$ cat src/hdl/dct_pkg.sv
`timescale 1ns / 1ps
package dct_pkg;

  localparam logic [1:0] OP_SCAN   = 2'd0;
  localparam logic [1:0] OP_EDGE   = 2'd1;
  localparam logic [1:0] OP_ACCEPT = 2'd2;
  localparam logic [1:0] OP_COUNT  = 2'd3;

  localparam logic KIND_TOKEN = 1'b0;
  localparam logic KIND_ERROR = 1'b1;

  localparam logic [7:0] CH_LOWER_A = 8'h61;
  localparam logic [7:0] CH_LOWER_Z = 8'h7a;
  localparam logic [7:0] CH_UPPER_A = 8'h41;
  localparam logic [7:0] CH_UPPER_Z = 8'h5a;
  localparam logic [7:0] CH_DIGIT_0 = 8'h30;
  localparam logic [7:0] CH_DIGIT_9 = 8'h39;
  localparam logic [7:0] CH_ASCII_MAX = 8'd127;
  localparam logic [7:0] CH_SPACE = 8'h20;
  localparam logic [7:0] CH_NEWLINE = 8'h0a;
  localparam logic [7:0] CH_TAB = 8'h09;
  localparam logic [7:0] CH_DQUOTE = 8'h22;
  localparam logic [7:0] CH_SQUOTE = 8'h27;
  localparam logic [7:0] CH_EOL = 8'h00;

  localparam int NUM_CLASSES = 9;
  localparam logic [15:0] LEN_MAX = 16'hffff;

  typedef logic [NUM_CLASSES-1:0] class_vec_t;

  typedef struct packed {
    logic [1:0]        op;
    logic [7:0]        character;
    logic [7:0]        state_index;
    logic [3:0]        edge_slot;
    logic [7:0]        target_state;
    logic signed [7:0] edge_label;
    logic [7:0]        token_id;
    logic [4:0]        edge_count;
    class_vec_t        cls;
  } item_t;

  typedef struct packed {
    logic        kind;
    logic [7:0]  found_id;
    logic [15:0] token_length;
    logic        last;
  } result_t;

  // bit k-1 set when the byte belongs to class label -k
  function automatic class_vec_t classify(input logic [7:0] c);
    logic q;
    logic lo;
    logic up;
    logic dg;
    class_vec_t v;
    q  = (c == CH_DQUOTE) || (c == CH_SQUOTE);
    lo = (c >= CH_LOWER_A) && (c <= CH_LOWER_Z);
    up = (c >= CH_UPPER_A) && (c <= CH_UPPER_Z);
    dg = (c >= CH_DIGIT_0) && (c <= CH_DIGIT_9);
    v[0] = (c != CH_EOL) && (c <= CH_ASCII_MAX);
    v[1] = lo;
    v[2] = up;
    v[3] = lo || up;
    v[4] = dg;
    v[5] = lo || up || dg;
    v[6] = (c == CH_SPACE);
    v[7] = (c == CH_NEWLINE);
    v[8] = (c == CH_TAB);
    return q ? '0 : v;
  endfunction

  function automatic logic label_match(input logic [7:0] c, input class_vec_t cls,
                                       input logic [7:0] lbl);
    logic [7:0] code;
    logic m;
    code = ~lbl + 8'd1;
    if (!lbl[7]) begin
      m = (c == lbl);
    end else if (code >= 8'd1 && code <= 8'(NUM_CLASSES)) begin
      m = cls[4'(code - 8'd1)];
    end else begin
      m = 1'b0;
    end
    return m;
  endfunction

endpackage

$ cat src/hdl/dct_res_queue.sv
`timescale 1ns / 1ps
module dct_res_queue (
  input  logic             clk,
  input  logic             rst,
  input  logic             push,
  input  dct_pkg::result_t res_in,
  output logic             full,
  input  logic             pop,
  output logic             empty,
  output dct_pkg::result_t res_out
);

  dct_pkg::result_t q [2];
  logic       wp;
  logic       rp;
  logic [1:0] cnt;
  logic       do_push;
  logic       do_pop;

  assign full    = (cnt == 2'd2);
  assign empty   = (cnt == 2'd0);
  assign do_push = push && !full;
  assign do_pop  = pop && !empty;
  assign res_out = q[rp];

  always_ff @(posedge clk) begin
    if (do_push) begin
      q[wp] <= res_in;
    end
    if (rst) begin
      wp  <= 1'b0;
      rp  <= 1'b0;
      cnt <= 2'd0;
    end else begin
      if (do_push) begin
        wp <= ~wp;
      end
      if (do_pop) begin
        rp <= ~rp;
      end
      cnt <= cnt + {1'b0, do_push} - {1'b0, do_pop};
    end
  end

endmodule

$ cat config.mk
export PLATFORM = sky130hd
export DESIGN_NAME = dct_res_queue
export DESIGN_NICKNAME = d
export VERILOG_FILES = /design/src/hdl/dct_pkg.sv /design/src/hdl/dct_res_queue.sv
export SDC_FILE = /design/constraint.sdc
export NUM_CORES = 1
export LEC_CHECK = 0
export BUFFER_PORTS_ARGS = -buffer_cell sky130_fd_sc_hd__buf_4
export CORE_AREA = 4 4 97 99
export DETAILED_ROUTE_END_ITERATION = 12
export DIE_AREA = 0 0 101 103
export MAX_ROUTING_LAYER = met4
export PLACE_DENSITY = 0.43
export RECOVER_POWER = 100
export SYNTH_ARGS = -nofsm -noshare
export SYNTH_HDL_FRONTEND = slang
export SYNTH_SLANG_ARGS = --single-unit
$ cat constraint.sdc
create_clock -name clk -period 2.2 [get_ports clk]
set_input_delay 0 -clock clk [delete_from_list [all_inputs] [get_ports clk]]
set_output_delay 0 -clock clk [all_outputs]
set_load 0.02 [all_outputs]
== After elaboration in Yosys (flattened, before gate mapping) ==
Memory sizes are Yosys's and may differ from the RTL's. A register that Yosys moved wholly into a read port is not among the register bits.
Index checks and enable logic that the tools add are counted.
Cells by class
  bitwise operators: 2
  add/sub/neg operators: 2
  equal/unequal tests: 1
  reductions and logical operators: 5
  muxes and demuxes: 4
Operators with widths (count)
  $mux 1: 4
  $add 2x1->2: 1
  $eq 2x2->1 const B: 1
  $logic_and 1x1->1: 2
  $logic_not 1->1: 2
  $logic_not 2->1: 1
  $not 1->1: 2
  $sub 2x1->2: 1
Word-level totals
  input bits: 30
  bits in writable memories: 52
  register bits: 4
  memories: 1
Memory list
  q: words 2, bits a word 26, rd ports 1, clocked after memory_dff 1, wr ports 1, line dct_res_queue.sv:13  | dct_pkg::result_t q [2];

== Depth between registers and ports, before layout ==
  depth after elaboration: 5
  mapped depth: 8

== Least setup slack after synthesis ==
No wires, ideal clock.
  path kind: flip-flop to flip-flop
  from: reg cnt[0]
  to: mem q[0][0] in the netlist's numbering, enable pin
  arrival time: 1408 ps
  required time: 1819 ps
  setup slack: 411 ps
  cell stages (with the launch flop): 5
  library setup time: 381 ps
  cell sequence: dfxtp_1 -> nand2b_2 -> inv_2 -> or3_1 -> inv_1
On the way
  word-level cells in the longest chain between the ends: 5
RTL lines
  start, declared: line dct_res_queue.sv:16  | logic [1:0] cnt;
  start signal, assigned: line dct_res_queue.sv:41  | cnt <= cnt + {1'b0, do_push} - {1'b0, do_pop};
  $eq 2x2->1: line dct_res_queue.sv:20  | assign full = (cnt == 2'd2);
  net full: line dct_res_queue.sv:7  | output logic full,
  $logic_not 1->1: line dct_res_queue.sv:22  | assign do_push = push && !full;
  $logic_and 1x1->1: line dct_res_queue.sv:22
  $mux 1: line dct_res_queue.sv:27  | if (do_push) begin
  $mux 1 (implied by the code): line dct_res_queue.sv:28  | q[wp] <= res_in;
  end, declared: line dct_res_queue.sv:13
The timed path passes the listed nets, and every way through them passes these cells.

==> qor.csv <==
metric,value,unit
critical path type,register to output pin,
Worst Path Max Fanout,26,
total number of vias,1220,
"Min Clock Period, post-route",1.81,ns
largest net degree at the start of global routing,27,
CTS max path bufs,2,
Final Setup Violations,0,
cell count of the worst hold path,4,
Die H,103,µm
initial DRC count,38,
Total Routed Length,4190,µm
Crit path buffers/inverters,2,
drt pass-1 iters,3,
first-pass GRT wire length,6530,µm
hold_sp,push,
"Slew Viols, Final",0,
die area,10400,µm²
Max Cap Viol,0,
vias in the first global route,1307,
IO Port Bufs,57,
CP Capture Type,output pin,
WHS Endpoint,wp$_SDFFE_PP0P_,
R2R Setup Slk,0.56,ns
Post-Syn Instances,108,
Crit path arrival time,1.81,ns
grt total ovfl,0,
hold_buf cts,27,
Register Area,1660,µm²
"Avg Cell Area, Syn",19.5,µm²
Yosys cell types,21,
run status,finished clean,
"commonest non-fill, non-tap cell in the layout",edfxtp_1,
max incr delay on CP,0.58,ns
vias per std cell,3.87,
initial core utilization,24.7,%
fin nets,234,
most frequent cells in the layout,"52 x edfxtp_1, 34 x clkbuf_1, 27 x dlygate4sd3_1, 26 x mux2_1, 18 x clkbuf_4",
RSZ-0062 raised after global routing,false,
r2r startpoint,cnt[0]$_SDFF_PP0_,
wire per inst,13.3,µm
die width,101,µm
worst-margin pin slew,0.738,ns
H-tree level count,3,
Synthesis Warnings,0,
Max Freq,554,MHz
Setup Buffers After CTS,0,
TritonCTS Sinks,57,
All-Layer GR Usage,8.88,%
"Core Util, Final",35.1,%
Worst slew margin,50.8,%
Top Ports,58,
Final ANT Viol Nets,0,
Skew-Pair Late Insertion Delay,0.32,ns
CP max-delay cell,clkbuf_2,
Placement Rows,34,
sequential fraction of the synthesis area,78.8,%
P per Cell Area,1100,nW/µm²
crit path cell chain,"clkbuf_2, mux2_1, clkbuf_1",
synthesized flop and latch total,57,
PostCTS Resize Cnt,0,
area of the multi-input gates,413,µm²
Final Hold Viols,0,
R2R depth,5,
final worst path period share,82.1,%
Placer Congestion,0.780,
skew final,0.00230,ns
Root Driver,clkbuf_8,
LEAKAGE,1.07,nW
crit-path leading delay family,buffers and inverters,
total negative setup slack,0,ns
HP Class,input pin to register,
TritonCTS clock tree,yes,
"Reg clk slew, reported paths",0.06,ns
Max VDD drop,0.286,mV
Antenna diodes,0,
share of layout cells above drive strength 1,21.3,%
"Net Count, Synth",140,
Synth Cell Area,2110,µm²
r2r endpoint,q[0][2]$_DFFE_PP_,
area grow syn2layout,42.3,%
initial antenna violation count,0,
CTS Buf Count,9,
fill count,845,
core area,8550,µm²
Worst Path Required,2.20,ns
DP HPWL,2790,µm
DRC Markers,0,
crit start category,register,
## state kept, by name, summed over array words and instances, names as in the netlist, named ones only
register and count:
wp 1, q 52, cnt 2, rp 1
## cell type report
class | count | area share [%]
sequential | 57 | 55.3
multi-input combinational | 44 | 13.8
timing repair buffer | 86 | 19.4
inverter | 4 | 0.500
tap | 108 | 4.50
clock inverter | 7 | 2.37
clock buffer | 9 | 4.13
## through the flow
stage,power [mW],hold WS (ns),cells,cell area [µm²],worst slack [ns]
after floorplan,2.09,0.0691,108,2110,0.411
after global placement,2.52,0.188,272,2670,0.605
after detailed placement,2.55,0.188,272,2670,0.557
after CTS,3.53,0.0608,315,3130,0.548
after global routing,3.51,0.0841,315,3000,0.246
final,3.31,0.0755,315,3000,0.395
## where the power goes
part / internal, mW / leakage (nW) / total, mW / switching (mW)
logic: 0.336 / 0.456 / 0.949 / 0.613
registers: 1.39 / 0.527 / 1.44 / 0.0506
clock network: 0.519 / 0.0912 / 0.923 / 0.404
## worst reg2reg max path, delay by kind of cell, from the launching register on
kind                   cells  cell delay [ns]
buffers and inverters      3             0.45
DFF                        1             0.37
and+or+nand+nor            2             0.47
## cell families (layout without fill, tap and decap cells)
logic type / Yosys count / count (layout) / synth area share, %
xor gates and xnor gates: 2 / 2 / 0.831
muxes: 26 / 26 / 13.9
buffers and inverters: 7 / 106 / 1.66
adders and majority gates: 2 / 2 / 1.19
DFF: 57 / 57 / 78.8
AOI/OAI and AO/OA: 3 / 3 / 0.889
and+or+nand+nor: 11 / 11 / 2.79
## per-layer routing
layer  track usage, %  routed length, µm  vias to the layer above
met5                -                  0                        -
met1             9.93               1790                      572
met2             14.3               2020                       45
li1                 -                  -                      595
met3             1.96                285                        8
met4             5.83                 99                        0
## cell usage after synthesis
| cell type | count | area, µm² |
|---|---|---|
| nand2b_2 | 1 | 8.76 |
| dfxtp_1 | 5 | 100 |
| o21ai_0 | 1 | 5.00 |
| nor3_1 | 1 | 5.00 |
| buf_2 | 1 | 5.00 |
| inv_2 | 1 | 3.75 |
| nor2b_1 | 1 | 6.26 |
| mux2_1 | 26 | 293 |
| or3_1 | 1 | 6.26 |
| nand2_1 | 1 | 3.75 |
| edfxtp_1 | 52 | 1560 |
| inv_1 | 3 | 11.3 |
| xor2_1 | 1 | 8.76 |
| buf_4 | 2 | 15.0 |
| ha_1 | 2 | 25.0 |
| and3_2 | 1 | 7.51 |
| xnor2_1 | 1 | 8.76 |
| a21oi_1 | 1 | 5.00 |
| o21a_2 | 1 | 8.76 |
| nor2_1 | 4 | 15.0 |
| and2_1 | 1 | 6.26 |
## how the worst max path moves through the flow
stage / slack (ns) / to / cells past startpoint / startpoint
floorplan: 0.41 / q[0][0]$_DFFE_PP_ / 4 / cnt[0]$_SDFF_PP0_
global placement: 0.61 / q[0][9]$_DFFE_PP_ / 5 / cnt[0]$_SDFF_PP0_
detailed placement: 0.56 / q[0][17]$_DFFE_PP_ / 5 / cnt[0]$_SDFF_PP0_
CTS: 0.55 / q[0][14]$_DFFE_PP_ / 5 / cnt[0]$_SDFF_PP0_
global route: 0.25 / res_out[24] / 3 / register
finish: 0.39 / res_out[24] / 3 / register
Note: power is estimated with default switching activity, not from simulation.
