$ cat config.mk
export PLATFORM = sky130hd
export DESIGN_NAME = dct_front
export DESIGN_NICKNAME = d
export VERILOG_FILES = /design/src/hdl/dct_pkg.sv /design/src/hdl/dct_front.sv
export SDC_FILE = /design/constraint.sdc
export NUM_CORES = 1
export LEC_CHECK = 0
export BUFFER_PORTS_ARGS = -buffer_cell sky130_fd_sc_hd__buf_2
export CAP_MARGIN = 5
export CORE_AREA = 2 2 96 98
export CTS_BUF_LIST = sky130_fd_sc_hd__clkbuf_8
export DETAILED_ROUTE_END_ITERATION = 8
export DIE_AREA = 0 0 98 100
export PLACE_DENSITY = 0.8
export SYNTH_ARGS = -nofsm -noshare
export SYNTH_HDL_FRONTEND = slang
export SYNTH_SLANG_ARGS = --single-unit
$ cat constraint.sdc
create_clock -name clk -period 3.5 [get_ports clk]
set_clock_uncertainty 0.05 [all_clocks]
set_input_delay 0.175 -clock clk [delete_from_list [all_inputs] [get_ports clk]]
set_output_delay 0.175 -clock clk [all_outputs]
set_load 0.02 [all_outputs]
$ cat src/hdl/dct_pkg.sv
`timescale 1ns / 1ps
package dct_pkg;

  localparam logic [1:0] OP_SCAN   = 2'd0;
  localparam logic [1:0] OP_EDGE   = 2'd1;
  localparam logic [1:0] OP_ACCEPT = 2'd2;
  localparam logic [1:0] OP_COUNT  = 2'd3;

  localparam logic KIND_TOKEN = 1'b0;
  localparam logic KIND_ERROR = 1'b1;

  localparam logic [7:0] CH_LOWER_A = 8'h61;
  localparam logic [7:0] CH_LOWER_Z = 8'h7a;
  localparam logic [7:0] CH_UPPER_A = 8'h41;
  localparam logic [7:0] CH_UPPER_Z = 8'h5a;
  localparam logic [7:0] CH_DIGIT_0 = 8'h30;
  localparam logic [7:0] CH_DIGIT_9 = 8'h39;
  localparam logic [7:0] CH_ASCII_MAX = 8'd127;
  localparam logic [7:0] CH_SPACE = 8'h20;
  localparam logic [7:0] CH_NEWLINE = 8'h0a;
  localparam logic [7:0] CH_TAB = 8'h09;
  localparam logic [7:0] CH_DQUOTE = 8'h22;
  localparam logic [7:0] CH_SQUOTE = 8'h27;
  localparam logic [7:0] CH_EOL = 8'h00;

  localparam int NUM_CLASSES = 9;
  localparam logic [15:0] LEN_MAX = 16'hffff;

  typedef logic [NUM_CLASSES-1:0] class_vec_t;

  typedef struct packed {
    logic [1:0]        op;
    logic [7:0]        character;
    logic [7:0]        state_index;
    logic [3:0]        edge_slot;
    logic [7:0]        target_state;
    logic signed [7:0] edge_label;
    logic [7:0]        token_id;
    logic [4:0]        edge_count;
    class_vec_t        cls;
  } item_t;

  typedef struct packed {
    logic        kind;
    logic [7:0]  found_id;
    logic [15:0] token_length;
    logic        last;
  } result_t;

  // bit k-1 set when the byte belongs to class label -k
  function automatic class_vec_t classify(input logic [7:0] c);
    logic q;
    logic lo;
    logic up;
    logic dg;
    class_vec_t v;
    q  = (c == CH_DQUOTE) || (c == CH_SQUOTE);
    lo = (c >= CH_LOWER_A) && (c <= CH_LOWER_Z);
    up = (c >= CH_UPPER_A) && (c <= CH_UPPER_Z);
    dg = (c >= CH_DIGIT_0) && (c <= CH_DIGIT_9);
    v[0] = (c != CH_EOL) && (c <= CH_ASCII_MAX);
    v[1] = lo;
    v[2] = up;
    v[3] = lo || up;
    v[4] = dg;
    v[5] = lo || up || dg;
    v[6] = (c == CH_SPACE);
    v[7] = (c == CH_NEWLINE);
    v[8] = (c == CH_TAB);
    return q ? '0 : v;
  endfunction

  function automatic logic label_match(input logic [7:0] c, input class_vec_t cls,
                                       input logic [7:0] lbl);
    logic [7:0] code;
    logic m;
    code = ~lbl + 8'd1;
    if (!lbl[7]) begin
      m = (c == lbl);
    end else if (code >= 8'd1 && code <= 8'(NUM_CLASSES)) begin
      m = cls[4'(code - 8'd1)];
    end else begin
      m = 1'b0;
    end
    return m;
  endfunction

endpackage

$ cat src/hdl/dct_front.sv
`timescale 1ns / 1ps
module dct_front (
  input  logic           clk,
  input  logic           rst,
  input  logic           push,
  input  logic [1:0]     operation,
  input  logic [7:0]     character,
  input  logic [7:0]     state_index,
  input  logic [3:0]     edge_slot,
  input  logic [7:0]     target_state,
  input  logic signed [7:0] edge_label,
  input  logic [7:0]     token_id,
  input  logic [4:0]     edge_count,
  output logic           full,
  input  logic           pop,
  output logic           empty,
  output dct_pkg::item_t item
);

  dct_pkg::item_t q [2];
  logic       wp;
  logic       rp;
  logic [1:0] cnt;
  logic       do_push;
  logic       do_pop;
  dct_pkg::item_t in_item;

  always_comb begin
    in_item.op           = operation;
    in_item.character    = character;
    in_item.state_index  = state_index;
    in_item.edge_slot    = edge_slot;
    in_item.target_state = target_state;
    in_item.edge_label   = edge_label;
    in_item.token_id     = token_id;
    in_item.edge_count   = edge_count;
    in_item.cls          = dct_pkg::classify(character);
  end

  assign full    = (cnt == 2'd2);
  assign empty   = (cnt == 2'd0);
  assign do_push = push && !full;
  assign do_pop  = pop && !empty;
  assign item    = q[rp];

  always_ff @(posedge clk) begin
    if (do_push) begin
      q[wp] <= in_item;
    end
    if (rst) begin
      wp  <= 1'b0;
      rp  <= 1'b0;
      cnt <= 2'd0;
    end else begin
      if (do_push) begin
        wp <= ~wp;
      end
      if (do_pop) begin
        rp <= ~rp;
      end
      cnt <= cnt + {1'b0, do_push} - {1'b0, do_pop};
    end
  end

endmodule

== Yosys cells after proc, flatten, opt, wreduce, memory -nomap -nowiden ==
Memories as Yosys holds them, arrays and structs flattened. A register that Yosys moved wholly into a read port is not among the register bits.
Cells that the tools add are included.
Storage, ports and cells
  memory bits (writable): 120
  latch bits: 0
  bits in read-only memories: 0
  register bits after elaboration: 4
  memories kept: 1
  logic and storage cells: 39
  output and inout bits: 62
  input port bits: 55
Memory list
  q: depth 2, width 60, read ports 1, clocked after memory_dff 1, wr ports 1, RTL line dct_front.sv:20  | dct_pkg::item_t q [2];
Cells by class
  bitwise gates (word level): 2
  divide/modulo/power cells: 0
  shift operators: 0
  mux-type cells: 5
  $add $sub $neg: 2
  $mul: 0
  reduce and logical (&&, ||, !) cells: 13
  magnitude comparators: 7
  equality and inequality tests: 6
Operator list (count)
  8-bit by 6-bit equality test with 1-bit output (second input constant): 3
  8-bit by 7-bit less-or-equal comparator with 1-bit output (second input constant): 3
  8-bit by 4-bit equality test with 1-bit output (second input constant): 2
  8-bit by 7-bit greater-or-equal comparator with 1-bit output (second input constant): 2
  9-bit two-way mux: 1
  8-bit by 6-bit greater-or-equal comparator with 1-bit output (second input constant): 1
  8-bit by 6-bit less-or-equal comparator with 1-bit output (second input constant): 1
  8-bit nonzero test: 1
  1-bit logical AND: 6
  1-bit two-way mux: 4
  1-bit logical OR: 3
  2-bit by 1-bit adder with 2-bit output: 1
  2-bit equality test (second input constant): 1
  1-bit zero test: 2
  2-bit zero test: 1
  1-bit inverter: 2
  2-bit by 1-bit subtractor with 2-bit output: 1

== Depth between registers and ports, before layout ==
  depth after elaboration: 5
  depth in mapped cells: 8
  gate-level depth less buffers: 8

== Worst setup path before layout ==
No wires, ideal clock.
  kind: reg-to-reg
  from: register cnt[0]
  to: memory q[0][0] (netlist bit) (enable)
  slack: 0.915 ns
  stages on the path, launching flop included: 5
  buffers on the path: 0
  required time: 3.036 ns
  arrival: 2.120 ns
  library setup time: 0.414 ns
  period minus slack after synthesis: 2.585 ns
  path through: dfxtp_1 -> nand2b_1 -> inv_1 -> or3_1 -> inv_1
Between the ends
  cells in the longest elaborated chain, start to end: 5
RTL lines
  start, declared: RTL line dct_front.sv:23  | logic [1:0] cnt;
  start signal, assigned: RTL line dct_front.sv:61  | cnt <= cnt + {1'b0, do_push} - {1'b0, do_pop};
  2-bit equality test: RTL line dct_front.sv:40  | assign full = (cnt == 2'd2);
  via full: RTL line dct_front.sv:14  | output logic full,
  1-bit zero test: RTL line dct_front.sv:42  | assign do_push = push && !full;
  1-bit logical AND: RTL line dct_front.sv:42
  1-bit two-way mux: RTL line dct_front.sv:47  | if (do_push) begin
  1-bit two-way mux (implied by the code): RTL line dct_front.sv:48  | q[wp] <= in_item;
  end, declared: RTL line dct_front.sv:20
The timed path passes the listed nets, and every way through them passes these cells.

==> metrics <==
outcome complete, no violations; Worst Path Required 3.27 ns; Total Die Area 9800 µm²; Post-Syn Area per Cell 19.4 µm²; Port-buffer cells 116; number of global-route vias before repair 2,846; DP Area around 5400 µm²; ordered cell list for the critical path buf_4 > mux2_2 > buf_2; biggest cell delay along the critical path 0.77 ns; Root Buffer clkbuf_8; GPL Wtd Cong between 0.7 and 0.8; Seq cells post-synth 125; CTS HTree Levels 4; global-route wire length before repair 13,800 µm; final instance area approximately 6300 µm²; TritonCTS clock tree done; layout cell share with drive strength beyond 1 between 40% and 50%; core area ~8900 µm²; setup_tns 0 ns; total number of vias ~2,700; Slew @ Worst Pin between 0.8 and 0.9 ns; wire per inst 16.0 µm; Synth cell types 26; cts bufs inserted 17; Layout area overhead 33.9%; Worst path slowest cell dfxtp_2; initial antenna violation count 0; cell row count 35; Mapped Nets 299; max cap viols 0; ant diodes 0; startpoint types register; Crit path max-delay family flip-flops; Seq/Total Area, Yosys 78.8%; # DRC 0; fin crit share between 60 and 70%; Initial DRT Pass Iterations 4; Mapped Cells 242; total leakage power between 2 and 2.5 nW; normalized max-slew margin between 40% and 50%; CP bufs+invs 2; Starting Density 52.9%; crit path kind register to output pin; initial DRC count 116; PD cells a little over 700 nW/µm²; Syn. warnings 0; CP endpoint kind output pin; Critical Path Fanout Max 28; min Tclk post-route 2.34 ns; endpoints failing hold 0; final setup fails 0; Top Ports 117; post-route ant nets 0; maximum VDD drop about 0.56 mV; remaining global-route overflow 0; hpwl dp 5440 µm; RSZ-0062 raised after global routing false; Worst Path Arrival 2.12 ns; gr usage total 18.6%; pin count of the biggest net entering global routing slightly above 60; Hold WC Path Type input pin to register; clock slew at reported path FFs around 0.07 ns; worst skew pair latency about 0.40 ns; Routed WL slightly below 9000 µm; Nets 479; Synth Cell Area 4700 µm²; CTS Buffer Depth 2; clk sinks 125; chip width 98 µm; fmax 427 MHz; max-slew violations 0; Die Y 100 µm; vias per std cell 5.02
## power by group
part | internal, W | switching (W) | total (W)
Clock | 0.000689 | 0.000525 | 0.00121
Sequential | 0.00191 | 0.000104 | 0.00201
Combinational | 0.000539 | 0.000746 | 0.00129
Total | 0.00314 | 0.00137 | 0.00451
## routing by layer
layer / GRT usage [%] / wire, µm / up-vias
met1: 22.0 / 3600 / 1349
met5: 0 / 0 / -
met2: 31.4 / 4510 / 93
met3: 6.34 / 547 / 4
met4: 7.80 / 60 / 0
li1: - / - / 1296
## Yosys cell counts
cell      count  area [µm²]
nand2b_1      1        6.26
clkbuf_1      1        3.75
o21a_1        1        7.51
clkbuf_2      1        5.00
a31o_2        1        8.76
nand2_1       4        15.0
nor2b_1       2        12.5
ha_1          2        25.0
nor3_1        3        15.0
o221ai_2      1        15.0
inv_1         7        26.3
mux2_2       60         676
or4_4         1        11.3
a21oi_1       3        15.0
or3_1         1        6.26
nor4_1        1        6.26
edfxtp_1    120        3600
xor2_1        1        8.76
o21ai_0       2        10.0
buf_2         6        30.0
and2_1        1        6.26
nand4_1       1        6.26
nor2_1       10        37.5
xnor2_1       2        17.5
and3_1        4        25.0
dfxtp_1       5         100
## registers in the layout, indices dropped and copies added, names as in the netlist, named ones only
name / cells
cnt: 2
q: 120
wp: 1
rp: 1
## cells in the final DEF, fill, tap and decap left out, types with 2 or more instances in the layout
cell | Yosys | layout
edfxtp_1 | 120 | 120
buf_2 | 6 | 116
mux2_2 | 60 | 60
dlygate4sd3_1 | 0 | 48
clkbuf_8 | 0 | 17
nor2_1 | 10 | 10
inv_1 | 7 | 9
clkinvlp_4 | 0 | 5
buf_4 | 0 | 5
nand2_1 | 4 | 4
dfxtp_1 | 5 | 4
a21oi_1 | 3 | 3
and3_1 | 4 | 3
nor3_1 | 3 | 3
bufinv_16 | 0 | 3
clkinv_2 | 0 | 3
nor2b_1 | 2 | 2
o21ai_0 | 2 | 2
xnor2_1 | 2 | 2
ha_1 | 2 | 2
## repair_timing
action / 4_1_cts / 5_1_grt
buffers inserted: 0 / 0
hold endpoints to repair: 99 / 0
resized for setup: 0 / 0
hold buffers: 48 / 0
## final timing paths
check	startpoint	end	slack [ns]	depth (start not counted)
worst min register to register	rp	register	0.47	2
worst min-delay path	character[5]	q[1][55]	0.03	1
worst max-delay path	register	item[40]	1.16	3
worst max register to register	cnt[0]	q[0][30]	1.20	5
## logic make-up (layout without fill, tap and decap cells)
| group | count (synthesis) | after routing | synth area share, % |
|---|---|---|---|
| AOI/OAI and AO/OA | 8 | 8 | 1.20 |
| DFF | 125 | 125 | 78.8 |
| xor gates and xnor gates | 3 | 3 | 0.559 |
| and+or+nand+nor | 29 | 29 | 3.14 |
| adders and majority gates | 2 | 2 | 0.532 |
| buffers and inverters | 15 | 208 | 1.38 |
| muxes | 60 | 60 | 14.4 |
## stage by stage
stage | worst slack (ns) | power, W | hold WS [ns] | utilization, % | cells
floorplan | 0.915 | 0.00289 | 0.194 | - | 242
global placement | 1.24 | 0.00327 | 0.314 | 61.0 | 466
detailed placement | 1.18 | 0.00330 | 0.317 | 61.0 | 466
CTS | 1.11 | 0.00455 | 0.00174 | 70.8 | 546
global route | 0.992 | 0.00473 | 0.0115 | 70.8 | 546
finish | 1.16 | 0.00451 | 0.0335 | 70.8 | 546
## area by class of cell
type,count,area [µm²]
sequential,125,3700
fill,601,2600
timing repair buffer,169,1100
multi-input combinational,102,932
clock buffer,17,234
clock inverter,15,158
tap,111,139
inverter,7,26.3
(Power assumes the default switching activity.)
